## config.mk

```make
export PLATFORM = sky130hd
export DESIGN_NAME = rational_arith_reduce
export DESIGN_NICKNAME = d
export VERILOG_FILES = /design/src/rar_pkg.sv /design/src/rational_arith_reduce.sv
export SDC_FILE = /design/constraint.sdc
export NUM_CORES = 2
export LEC_CHECK = 0
export BUFFER_PORTS_ARGS = -buffer_cell sky130_fd_sc_hd__buf_2
export CORE_UTILIZATION = 40
export CTS_CLUSTER_DIAMETER = 200
export DETAILED_ROUTE_END_ITERATION = 12
export MAX_ROUTING_LAYER = met4
export SYNTH_ARGS = -nofsm -noshare
export SYNTH_HDL_FRONTEND = slang
export SYNTH_SLANG_ARGS = --single-unit
```

## constraint.sdc

```tcl
create_clock -name clk -period 14.1 [get_ports clk]
set_input_delay 2.82 -clock clk [delete_from_list [all_inputs] [get_ports clk]]
set_output_delay 2.82 -clock clk [all_outputs]
set_load 0.01 [all_outputs]
```

## src/rar_pkg.sv

```systemverilog
// rar_pkg: shared types and constants of the rational arithmetic block.
// Depends on nothing; used by rational_arith_reduce.

package rar_pkg;

    // Operation selector carried on the input tuser
    typedef enum logic [1:0] {
        OP_ADD = 2'd0,
        OP_SUB = 2'd1,
        OP_MUL = 2'd2,
        OP_DIV = 2'd3
    } op_t;

    // Sequencer states, one-hot
    typedef enum logic [7:0] {
        S_IDLE = 8'b0000_0001,
        S_MUL  = 8'b0000_0010,
        S_COMB = 8'b0000_0100,
        S_ABS  = 8'b0000_1000,
        S_GCD  = 8'b0001_0000,
        S_DIVN = 8'b0010_0000,
        S_DIVD = 8'b0100_0000,
        S_DONE = 8'b1000_0000
    } state_t;

    localparam int OP_W       = 2;
    localparam int RES_NUM_W  = 33;
    localparam int RES_DEN_W  = 32;
    localparam int OUT_DATA_W = 72;   // 65 result bits padded to whole bytes

endpackage

```

## src/rational_arith_reduce.sv

```systemverilog
// rational_arith_reduce: add, subtract, multiply or divide two signed fractions and
// reduce the result. Depends on rar_pkg (types and constants).

// One beat in carries an operation and two fractions a_num/a_den and b_num/b_den; one
// beat out carries the reduced result res_num/res_den plus zero_den_error. The block
// handles one item at a time: s_axis_tready is high only while the sequencer is idle,
// and the finished result sits in an output register so the next beat can be taken
// while it waits downstream. Cross products come from one OPERAND_WIDTH x
// OPERAND_WIDTH signed multiplier, used in turn for the three products. The result is
// then reduced with a binary gcd (one compare/subtract step, one swap or one shift per
// cycle) followed by two restoring divisions of one quotient bit per cycle, all on a
// single shared subtractor. Common factors of two are stripped from numerator and
// denominator while the gcd runs, so the divisions only divide by the odd part of the
// gcd. Working values are NW = min(2*OPERAND_WIDTH+1, 64) bits wide. The next
// beat can be taken once the result is in the output register. An item with a zero
// denominator skips the reduction and goes straight to the output register.
// A zero operand denominator, or a zero divisor numerator in a divide, gives
// res_num = 0, res_den = 0 and zero_den_error = 1. Signs stay as computed: the gcd is
// taken positive, so a negative denominator is not normalized. Arithmetic wraps at 64
// bits for the widest operands; outputs are sign-extended or truncated to their
// fields. There is no configuration and no state carried between items.

module rational_arith_reduce #(
    parameter int OPERAND_WIDTH = 16
) (
    input  logic                                   clk,
    input  logic                                   rst_n,
    // slave side
    input  logic                                   s_axis_tvalid,
    output logic                                   s_axis_tready,
    // tdata, low bit up: a_num, a_den, b_num, b_den, zero pad to bytes
    input  logic [((4*OPERAND_WIDTH+7)/8)*8-1:0]   s_axis_tdata,
    // tuser: operation
    input  logic [rar_pkg::OP_W-1:0]               s_axis_tuser,
    // master side
    output logic                                   m_axis_tvalid,
    input  logic                                   m_axis_tready,
    // tdata, low bit up: res_num (33), res_den (32), zero pad (7)
    output logic [rar_pkg::OUT_DATA_W-1:0]         m_axis_tdata,
    // tuser: zero_den_error
    output logic [0:0]                             m_axis_tuser
);

    localparam int W   = OPERAND_WIDTH;
    localparam int DW  = 2 * W;                             // product width
    localparam int NW  = (2 * W + 1 > 64) ? 64 : 2 * W + 1; // numerator width, wraps at 64
    localparam int CW  = $clog2(NW);                        // division bit counter
    localparam int RNW = rar_pkg::RES_NUM_W;
    localparam int RDW = rar_pkg::RES_DEN_W;
    localparam int PAD = rar_pkg::OUT_DATA_W - RNW - RDW;

    // ---------------------------------------------------------------------------------
    // Registers
    // ---------------------------------------------------------------------------------
    rar_pkg::state_t        state_reg, state_next;
    logic [1:0]             mstep_reg, mstep_next;
    logic                   m_valid_reg, m_valid_next;

    rar_pkg::op_t           op_reg, op_next;
    logic signed [W-1:0]    an_reg, an_next;
    logic signed [W-1:0]    ad_reg, ad_next;
    logic signed [W-1:0]    bn_reg, bn_next;
    logic signed [W-1:0]    bd_reg, bd_next;
    logic signed [DW-1:0]   p1_reg, p1_next;        // first numerator product
    logic signed [DW-1:0]   p2_reg, p2_next;        // second numerator product
    logic signed [DW-1:0]   p3_reg, p3_next;        // denominator product
    logic signed [NW-1:0]   num_reg, num_next;      // combined numerator
    logic                   nneg_reg, nneg_next;
    logic                   dneg_reg, dneg_next;
    logic                   err_reg, err_next;
    logic [NW-1:0]          ga_reg, ga_next;        // gcd working pair
    logic [NW-1:0]          gb_reg, gb_next;        // ends as odd part of gcd
    logic [NW-1:0]          nm_reg, nm_next;        // |num|, later its quotient
    logic [NW-1:0]          dm_reg, dm_next;        // |den|
    logic [NW-1:0]          rem_reg, rem_next;
    logic [NW-1:0]          quo_reg, quo_next;
    logic [CW-1:0]          cnt_reg, cnt_next;
    logic [RNW-1:0]         m_num_reg, m_num_next;
    logic [RDW-1:0]         m_den_reg, m_den_next;
    logic                   m_err_reg, m_err_next;

    // ---------------------------------------------------------------------------------
    // Shared multiplier: operand pair picked by the multiply step
    // ---------------------------------------------------------------------------------
    logic signed [W-1:0]    mul_a, mul_b;
    logic signed [DW-1:0]   prod;

    always_comb
    begin
        unique case (mstep_reg)
            2'd0:
            begin
                mul_a = an_reg;
                mul_b = (op_reg == rar_pkg::OP_MUL) ? bn_reg : bd_reg;
            end
            2'd1:
            begin
                mul_a = bn_reg;
                mul_b = ad_reg;
            end
            default:
            begin
                mul_a = ad_reg;
                mul_b = (op_reg == rar_pkg::OP_DIV) ? bn_reg : bd_reg;
            end
        endcase
    end

    assign prod = mul_a * mul_b;

    // ---------------------------------------------------------------------------------
    // Shared subtractor: gcd compare/subtract or one restoring division step
    // ---------------------------------------------------------------------------------
    logic [NW:0]            sub_a, sub_b;
    logic [NW+1:0]          diff;
    logic                   ge;

    always_comb
    begin
        if (state_reg == rar_pkg::S_GCD)
        begin
            sub_a = {1'b0, ga_reg};
        end
        else
        begin
            sub_a = {rem_reg, quo_reg[NW-1]};
        end
        sub_b = {1'b0, gb_reg};
    end

    assign diff = {1'b0, sub_a} - {1'b0, sub_b};
    assign ge   = ~diff[NW+1];

    // ---------------------------------------------------------------------------------
    // Datapath helpers
    // ---------------------------------------------------------------------------------
    logic signed [NW-1:0]   p1_ext, p2_ext;
    logic [DW-1:0]          den_mag;
    logic [NW-1:0]          num_signed;
    logic [DW-1:0]          den_signed;
    logic                   in_beat;
    logic                   out_free;
    logic                   div_last;

    assign p1_ext     = NW'(p1_reg);
    assign p2_ext     = NW'(p2_reg);
    assign den_mag    = p3_reg[DW-1] ? DW'(-p3_reg) : DW'(p3_reg);
    assign num_signed = nneg_reg ? (-nm_reg) : nm_reg;
    assign den_signed = dneg_reg ? (-quo_reg[DW-1:0]) : quo_reg[DW-1:0];
    assign in_beat    = s_axis_tvalid && s_axis_tready;
    assign out_free   = !m_valid_reg || m_axis_tready;
    assign div_last   = (cnt_reg == CW'(NW - 1));

    // ---------------------------------------------------------------------------------
    // Sequencer and next-state logic
    // ---------------------------------------------------------------------------------
    always_comb
    begin
        state_next   = state_reg;
        mstep_next   = mstep_reg;
        m_valid_next = m_valid_reg;
        op_next      = op_reg;
        an_next      = an_reg;
        ad_next      = ad_reg;
        bn_next      = bn_reg;
        bd_next      = bd_reg;
        p1_next      = p1_reg;
        p2_next      = p2_reg;
        p3_next      = p3_reg;
        num_next     = num_reg;
        nneg_next    = nneg_reg;
        dneg_next    = dneg_reg;
        err_next     = err_reg;
        ga_next      = ga_reg;
        gb_next      = gb_reg;
        nm_next      = nm_reg;
        dm_next      = dm_reg;
        rem_next     = rem_reg;
        quo_next     = quo_reg;
        cnt_next     = cnt_reg;
        m_num_next   = m_num_reg;
        m_den_next   = m_den_reg;
        m_err_next   = m_err_reg;

        if (m_valid_reg && m_axis_tready)
        begin
            m_valid_next = 1'b0;
        end

        unique case (state_reg)
            rar_pkg::S_IDLE:
            begin
                if (in_beat)
                begin
                    op_next    = rar_pkg::op_t'(s_axis_tuser);
                    an_next    = s_axis_tdata[W-1:0];
                    ad_next    = s_axis_tdata[2*W-1:W];
                    bn_next    = s_axis_tdata[3*W-1:2*W];
                    bd_next    = s_axis_tdata[4*W-1:3*W];
                    mstep_next = 2'd0;
                    state_next = rar_pkg::S_MUL;
                end
            end

            rar_pkg::S_MUL:
            begin
                unique case (mstep_reg)
                    2'd0:    p1_next = prod;
                    2'd1:    p2_next = prod;
                    default: p3_next = prod;
                endcase
                mstep_next = mstep_reg + 2'd1;
                if (mstep_reg == 2'd2)
                begin
                    state_next = rar_pkg::S_COMB;
                end
            end

            rar_pkg::S_COMB:
            begin
                unique case (op_reg)
                    rar_pkg::OP_ADD: num_next = p1_ext + p2_ext;
                    rar_pkg::OP_SUB: num_next = p1_ext - p2_ext;
                    default:         num_next = p1_ext;
                endcase
                dneg_next = p3_reg[DW-1];
                // zero operand denominator, or divide by a zero fraction
                if (ad_reg == '0 || bd_reg == '0 || p3_reg == '0)
                begin
                    err_next   = 1'b1;
                    state_next = rar_pkg::S_DONE;
                end
                else
                begin
                    err_next   = 1'b0;
                    state_next = rar_pkg::S_ABS;
                end
            end

            rar_pkg::S_ABS:
            begin
                nneg_next  = num_reg[NW-1];
                nm_next    = num_reg[NW-1] ? NW'(-num_reg) : NW'(num_reg);
                ga_next    = num_reg[NW-1] ? NW'(-num_reg) : NW'(num_reg);
                dm_next    = NW'(den_mag);
                gb_next    = NW'(den_mag);
                state_next = rar_pkg::S_GCD;
            end

            rar_pkg::S_GCD:
            begin
                priority if (ga_reg == '0)
                begin
                    rem_next   = '0;
                    quo_next   = nm_reg;
                    cnt_next   = '0;
                    state_next = rar_pkg::S_DIVN;
                end
                else if (!ga_reg[0] && !gb_reg[0])
                begin
                    // common factor of two: strip it from the result pair too
                    ga_next = ga_reg >> 1;
                    gb_next = gb_reg >> 1;
                    nm_next = nm_reg >> 1;
                    dm_next = dm_reg >> 1;
                end
                else if (!ga_reg[0])
                begin
                    ga_next = ga_reg >> 1;
                end
                else if (!gb_reg[0])
                begin
                    gb_next = gb_reg >> 1;
                end
                else if (ge)
                begin
                    ga_next = diff[NW-1:0];
                end
                else
                begin
                    ga_next = gb_reg;
                    gb_next = ga_reg;
                end
            end

            rar_pkg::S_DIVN, rar_pkg::S_DIVD:
            begin
                rem_next = ge ? diff[NW-1:0] : sub_a[NW-1:0];
                quo_next = {quo_reg[NW-2:0], ge};
                cnt_next = cnt_reg + CW'(1);
                if (div_last)
                begin
                    if (state_reg == rar_pkg::S_DIVN)
                    begin
                        nm_next    = {quo_reg[NW-2:0], ge};
                        rem_next   = '0;
                        quo_next   = dm_reg;
                        cnt_next   = '0;
                        state_next = rar_pkg::S_DIVD;
                    end
                    else
                    begin
                        state_next = rar_pkg::S_DONE;
                    end
                end
            end

            rar_pkg::S_DONE:
            begin
                if (out_free)
                begin
                    m_valid_next = 1'b1;
                    m_err_next   = err_reg;
                    if (err_reg)
                    begin
                        m_num_next = '0;
                        m_den_next = '0;
                    end
                    else
                    begin
                        m_num_next = RNW'($signed(num_signed));
                        m_den_next = RDW'($signed(den_signed));
                    end
                    state_next = rar_pkg::S_IDLE;
                end
            end

            default:
            begin
                state_next = rar_pkg::S_IDLE;
            end
        endcase
    end

    // ---------------------------------------------------------------------------------
    // Control registers
    // ---------------------------------------------------------------------------------
    always_ff @(posedge clk or negedge rst_n)
    begin
        if (!rst_n)
        begin
            state_reg   <= rar_pkg::S_IDLE;
            mstep_reg   <= 2'd0;
            m_valid_reg <= 1'b0;
        end
        else
        begin
            state_reg   <= state_next;
            mstep_reg   <= mstep_next;
            m_valid_reg <= m_valid_next;
        end
    end

    // ---------------------------------------------------------------------------------
    // Payload registers
    // ---------------------------------------------------------------------------------
    always_ff @(posedge clk)
    begin
        op_reg    <= op_next;
        an_reg    <= an_next;
        ad_reg    <= ad_next;
        bn_reg    <= bn_next;
        bd_reg    <= bd_next;
        p1_reg    <= p1_next;
        p2_reg    <= p2_next;
        p3_reg    <= p3_next;
        num_reg   <= num_next;
        nneg_reg  <= nneg_next;
        dneg_reg  <= dneg_next;
        err_reg   <= err_next;
        ga_reg    <= ga_next;
        gb_reg    <= gb_next;
        nm_reg    <= nm_next;
        dm_reg    <= dm_next;
        rem_reg   <= rem_next;
        quo_reg   <= quo_next;
        cnt_reg   <= cnt_next;
        m_num_reg <= m_num_next;
        m_den_reg <= m_den_next;
        m_err_reg <= m_err_next;
    end

    // ---------------------------------------------------------------------------------
    // Ports
    // ---------------------------------------------------------------------------------
    assign s_axis_tready = (state_reg == rar_pkg::S_IDLE);
    assign m_axis_tvalid = m_valid_reg;
    assign m_axis_tdata  = {{PAD{1'b0}}, m_den_reg, m_num_reg};
    assign m_axis_tuser  = m_err_reg;

    // ---------------------------------------------------------------------------------
    // Assertions
    // ---------------------------------------------------------------------------------
    // an accepted beat always starts the multiply sequence
    a_beat_starts: assert property (@(posedge clk) disable iff (!rst_n)
        in_beat |=> (state_reg == rar_pkg::S_MUL))
        else $error("accepted beat did not start the multiply sequence");

    // the gcd/divisor register never reaches zero while it is in use
    a_divisor_nonzero: assert property (@(posedge clk) disable iff (!rst_n)
        (state_reg == rar_pkg::S_GCD || state_reg == rar_pkg::S_DIVN ||
         state_reg == rar_pkg::S_DIVD) |-> (gb_reg != '0))
        else $error("gcd divisor register is zero");

    // an error beat carries an all-zero result
    a_err_zero: assert property (@(posedge clk) disable iff (!rst_n)
        (m_axis_tvalid && m_axis_tuser[0]) |-> (m_num_reg == '0 && m_den_reg == '0))
        else $error("error result with nonzero fraction");

endmodule

```

After elaboration in Yosys (flattened, before gate mapping)
Index checks and enable logic that the tools add are counted.

Register bits after elaboration: 479. Output and inout bits: 75. Logic and storage cells: 156.

$add $sub $neg: 9. Multipliers: 1. Eq/ne operators: 25. Muxes and demuxes: 57. Bitwise operators: 2. Reductions and logical operators: 35.

Operators by type and width (count): $mux W33 (25); $pmux W33 S2 (6); $pmux W33 S3 (1); $neg A33 Y33 (2); $mux W32 (2); $neg A32 Y32 (2); $pmux W16 S2 (2); $mux W8 (7); $pmux W8 S7 (1); $sub A34 B33 Y35 (1); $mux W34 (1); $add A32 B32 Y33 (1); $logic_not A33 Y1 (1); $sub A32 B32 Y33 (1); $logic_not A16 Y1 (2); $logic_not A32 Y1 (1); $mul A16 B16 Y32 (1); $mux W16 (2); $mux W6 (3); $reduce_and A2 Y1 (8); $pmux W6 S2 (1); $ne A2 B2 Y1 const B (5); $reduce_and A5 Y1 (2); $reduce_and A3 Y1 (3); 28 further kinds (48).

Longest topological paths before layout
Depth in word-level cells: 9. Mapped depth: 32. Mapped depth without buffers: 30.

Worst setup path after synthesis
No wires, ideal clock.

Path kind: register to register. From: reg op_reg[1]. To: reg p1_reg[31] (data pin). Arrival time: 7495 ps. Data required time: 13831 ps. Setup slack: 6336 ps. Stages on the path, launching flop included: 31. Cell sequence: edfxtp_1 -> clkbuf_1 -> nor2b_1 -> clkbuf_1 -> buf_1 -> mux2i_1 -> o221ai_1 -> clkbuf_1 -> nand2_1 -> fa_1 -> inv_1 -> fa_1 -> inv_1 -> fa_1 -> inv_1 -> fa_1 -> fa_1 -> inv_1 -> fa_1 -> inv_1 -> ha_1 -> and4_1 -> nand2_1 -> nor2_1 -> a22oi_1 -> or4_1 -> a31oi_1 -> nand4_1 -> nand4b_1 -> a21oi_1 -> xnor2_1.

Cells in the longest elaborated chain, start to end: 4.

RTL lines: start, declared (line rational_arith_reduce.sv:59) `rar_pkg::op_t op_reg, op_next;`; start signal, assigned (line rational_arith_reduce.sv:359) `op_reg <= op_next;`; $eq A2 B2 Y1, on equally long branches (line rational_arith_reduce.sv:104, rational_arith_reduce.sv:94); $mux W16, on equally long branches (line rational_arith_reduce.sv:104, rational_arith_reduce.sv:94); $pmux W16 S2 (*) (line rational_arith_reduce.sv:90) `unique case (mstep_reg)`; $mul A16 B16 Y32 (*) (line rational_arith_reduce.sv:109) `assign prod = mul_a * mul_b;`; via prod[31] (line rational_arith_reduce.sv:86) `logic signed [DW-1:0] prod;`; end signal, assigned (line rational_arith_reduce.sv:364) `p1_reg <= p1_next;`; end, declared (line rational_arith_reduce.sv:64) `logic signed [DW-1:0] p1_reg, p1_next;`.

The timed path passes the listed nets; every way through them passes the cells marked *. A chain may end at the register's enable or synchronous reset.

Worst setup path in the final report
From: reg mstep_reg[0]. To: reg p2_reg[31] (data pin).

Cells in the longest elaborated chain, start to end: 3.

RTL lines: start, declared (line rational_arith_reduce.sv:56) `logic [1:0] mstep_reg, mstep_next;`; start signal, assigned (line rational_arith_reduce.sv:349) `mstep_reg <= mstep_next;`; $eq A2 B1 Y1 or $logic_not A2 Y1 (tied branches) (line rational_arith_reduce.sv:90); $pmux W16 S2 (line rational_arith_reduce.sv:90); $mul A16 B16 Y32 (*) (line rational_arith_reduce.sv:109); via prod[31] (line rational_arith_reduce.sv:86); end signal, assigned (line rational_arith_reduce.sv:365) `p2_reg <= p2_next;`; end, declared (line rational_arith_reduce.sv:65) `logic signed [DW-1:0] p2_reg, p2_next;`.

Marked as above.

==> flow_summary.ini <==
[clocking]
cts-root-buf = clkbuf_16
clk_latency_ps = 630
numClockSinks = 478
cts_buffer_depth = 3
numCtsBuffers = 53
post_cts_buffers = 0
cts_tree = yes
cts_resized = 0
ctsHoldBuffers = 0
cts_htree_levels = 2
cts.clk_slew.worst_paths_ps = 60

[sta]
maxSlewViolCount = 0
max_clock_freq_mhz = 110
layout_min_cycle_time_ps = 9100
finClkSkew_ps = 44.1
finalCritPeriodShare_pct = 64.6
relSlewSlack_pct = 20.7
finalHoldViolations = 0
worst_pin_slew_ps = 1190
rsz0062_at_grt = false
finalSetupViolations = 0
fin_tns_setup_ps = 0

[global_routing]
grt_antenna_before_repair = 1
grt_overflow = 0
grt_pass1_vias = 27600
grt_max_degree = 69
grt_pass1_wl_um = 157000
track_usage_pct = 22.3

[logic_synthesis]
synth_area_leaders = edfxtp_1 (38%), fa_1 (14%), ha_1 (5.4%), nand2_1 (5.3%), inv_1 (4.1%)
synth_commonest_cells = nand2_1 (517), edfxtp_1 (467), inv_1 (402)
synth_seq_cells = 478
synth_flop_cell = edfxtp_1
synthArstFlopShare_pct = 2.30
avgSynthCellArea_um2 = 9.88
yosysMostFrequentCell = nand2_1
synthCells = 3691
synth_top_area_cell = edfxtp_1
yosys_warnings = 0
synth_edf_count = 467
synth.distinct_cells = 79
synth.top_cell.area_share_pct = 38.4
ys_seq_area_share_pct = 39.2
netlist_area_mm2 = 0.0365

[routing]
drt_first_pass_iters = 5
vias_per_cell = 5.45
routed_wl_um = 99800
drt_iter0_drc = 2179
wl_per_cell_um = 20.0
drt_drc_violations_left = 0
ant_nets = 0
vias = 27200

[setup_path]
rr_worst_depth = 24
reg2reg_setup_slack_ps = 5000
worstSetupStartpointType = register
worstSetupPathType = reg2reg
critPathRequiredTime_ps = 14400
r2r-start = mstep_reg[0]
cp-end-kind = register
r2r_end = p2_reg[31]
arrival_ps = 9410
crit_fanout = 18

[floorplanning]
fp.dieW_um = 304
coreArea_mm2 = 0.0901
die_h_um = 304
initial_core_util_pct = 40.5
die_area_mm2 = 0.0924
io_pins = 145
placement_rows = 110

[layout]
area_growth_pct = 10.7
final_nets = 4267
antenna_cells = 0
drive_gt1_share_pct = 8.33

[placed_design]
gp_congestion = 0.924
port_buffers = 137
hpwlAfterDp_um = 76000

[hold_path]
hold_class = reg2reg
worstHoldStart = mstep_reg[0]
hold_depth = 1
hold_end = mstep_reg[0]

[job]
drv_cap = 0

[outcome]
status = finished clean
==> worst max-delay path by stage <==
stage,start,endpoint,depth (start not counted)
6_report,mstep_reg[0],p2_reg[31],24
5_1_grt,mstep_reg[0],p2_reg[31],28
4_1_cts,mstep_reg[0],p2_reg[31],24
3_5_place_dp,mstep_reg[0],p2_reg[31],24
3_3_place_gp,mstep_reg[0],p1_reg[31],24
2_1_floorplan,op_reg[1],p1_reg[31],30
==> cells by family (layout without fill, tap and decap cells) <==
family	count (synthesis)	in the layout	share of synthesized area [%]
AOI/OAI and AO/OA	771	771	13.6
xor gates and xnor gates	244	244	5.86
adders and majority gates	422	422	19.9
buffers and inverters	566	687	5.94
DFF	478	478	39.2
muxes	45	45	1.26
other	1	7	0.0103
and+or+nand+nor	1164	1164	14.2
==> final cells by class <==
type | instances | area [µm²]
fillers | 8501 | 49800
multi-input cells | 2653 | 20100
flip-flops and latches | 478 | 14300
inverters | 403 | 1510
well taps | 1176 | 1470
clock buffers | 61 | 1360
repair buffers | 186 | 1050
clock inverters | 37 | 517
==> metrics by stage <==
stage | std cells | instance area [µm²] | util, % | hold slack [ps] | setup WS (ps)
after global placement | 4896 | 38500 | 42.7 | 522 | 5380
final | 4994 | 40400 | 44.8 | 547 | 5000
after CTS | 4994 | 40400 | 44.8 | 549 | 5060
after global routing | 4994 | 40400 | 44.8 | 565 | 4410
after detailed placement | 4896 | 38500 | 42.7 | 535 | 5120
after floorplan | 3697 | 36500 | - | 446 | 6340
==> metal layers <==
metal	wire length, µm	share of wire [%]	global-route usage [%]	up-vias
met1	42500	43	27.8	13300
met4	4110	4.1	8.85	0
met3	5240	5.2	2.50	192
met2	48000	48	36.9	857
li1	-	-	-	12900
met5	0	0	-	-
==> critical path, cell delays in order (launching register included) <==
cell and delay [ps]:
dfrtp_1 410, inv_1 110, ha_1 350, clkinv_1 530, nor2_1 930, o21ai_0 350, o21a_1 390, nand2_1 210
inv_1 110, fa_1 630, fa_1 860, fa_1 540, fa_1 510, fa_1 490, inv_1 50, fa_1 470
inv_1 40, ha_1 370, nand4_1 120, or4_1 520, a31oi_1 310, nand4_1 140, nand4b_1 100, a21oi_1 80
xnor2_1 170
==> layout by cell type, fill, tap and decap left out, types with 20 or more instances in the layout <==
| cell type | synthesis | layout |
|---|---|---|
| nand3_1 | 43 | 43 |
| buf_2 | 8 | 137 |
| inv_1 | 402 | 401 |
| o21ai_0 | 203 | 201 |
| nand2_1 | 517 | 517 |
| or4_1 | 24 | 24 |
| and2_1 | 21 | 20 |
| fa_1 | 264 | 264 |
| nor2_1 | 321 | 317 |
| clkbuf_16 | 0 | 53 |
| xnor2_1 | 82 | 82 |
| a22oi_1 | 61 | 61 |
| nor4_1 | 28 | 28 |
| o211a_1 | 31 | 31 |
| nor2b_1 | 40 | 39 |
| a21o_1 | 44 | 44 |
| o21a_1 | 24 | 24 |
| o41ai_1 | 23 | 23 |
| a31oi_1 | 23 | 22 |
| xor2_1 | 162 | 162 |
| a21oi_1 | 202 | 200 |
| or3_1 | 26 | 26 |
| mux2i_1 | 37 | 37 |
| nor3_1 | 40 | 39 |
| edfxtp_1 | 467 | 467 |
| ha_1 | 158 | 158 |
| o31ai_1 | 46 | 46 |
| nand2b_1 | 38 | 38 |
| buf_4 | 8 | 49 |
Power is not shown: default switching activity piles up to over one toggle a cycle in this logic, so the estimate is an artifact.
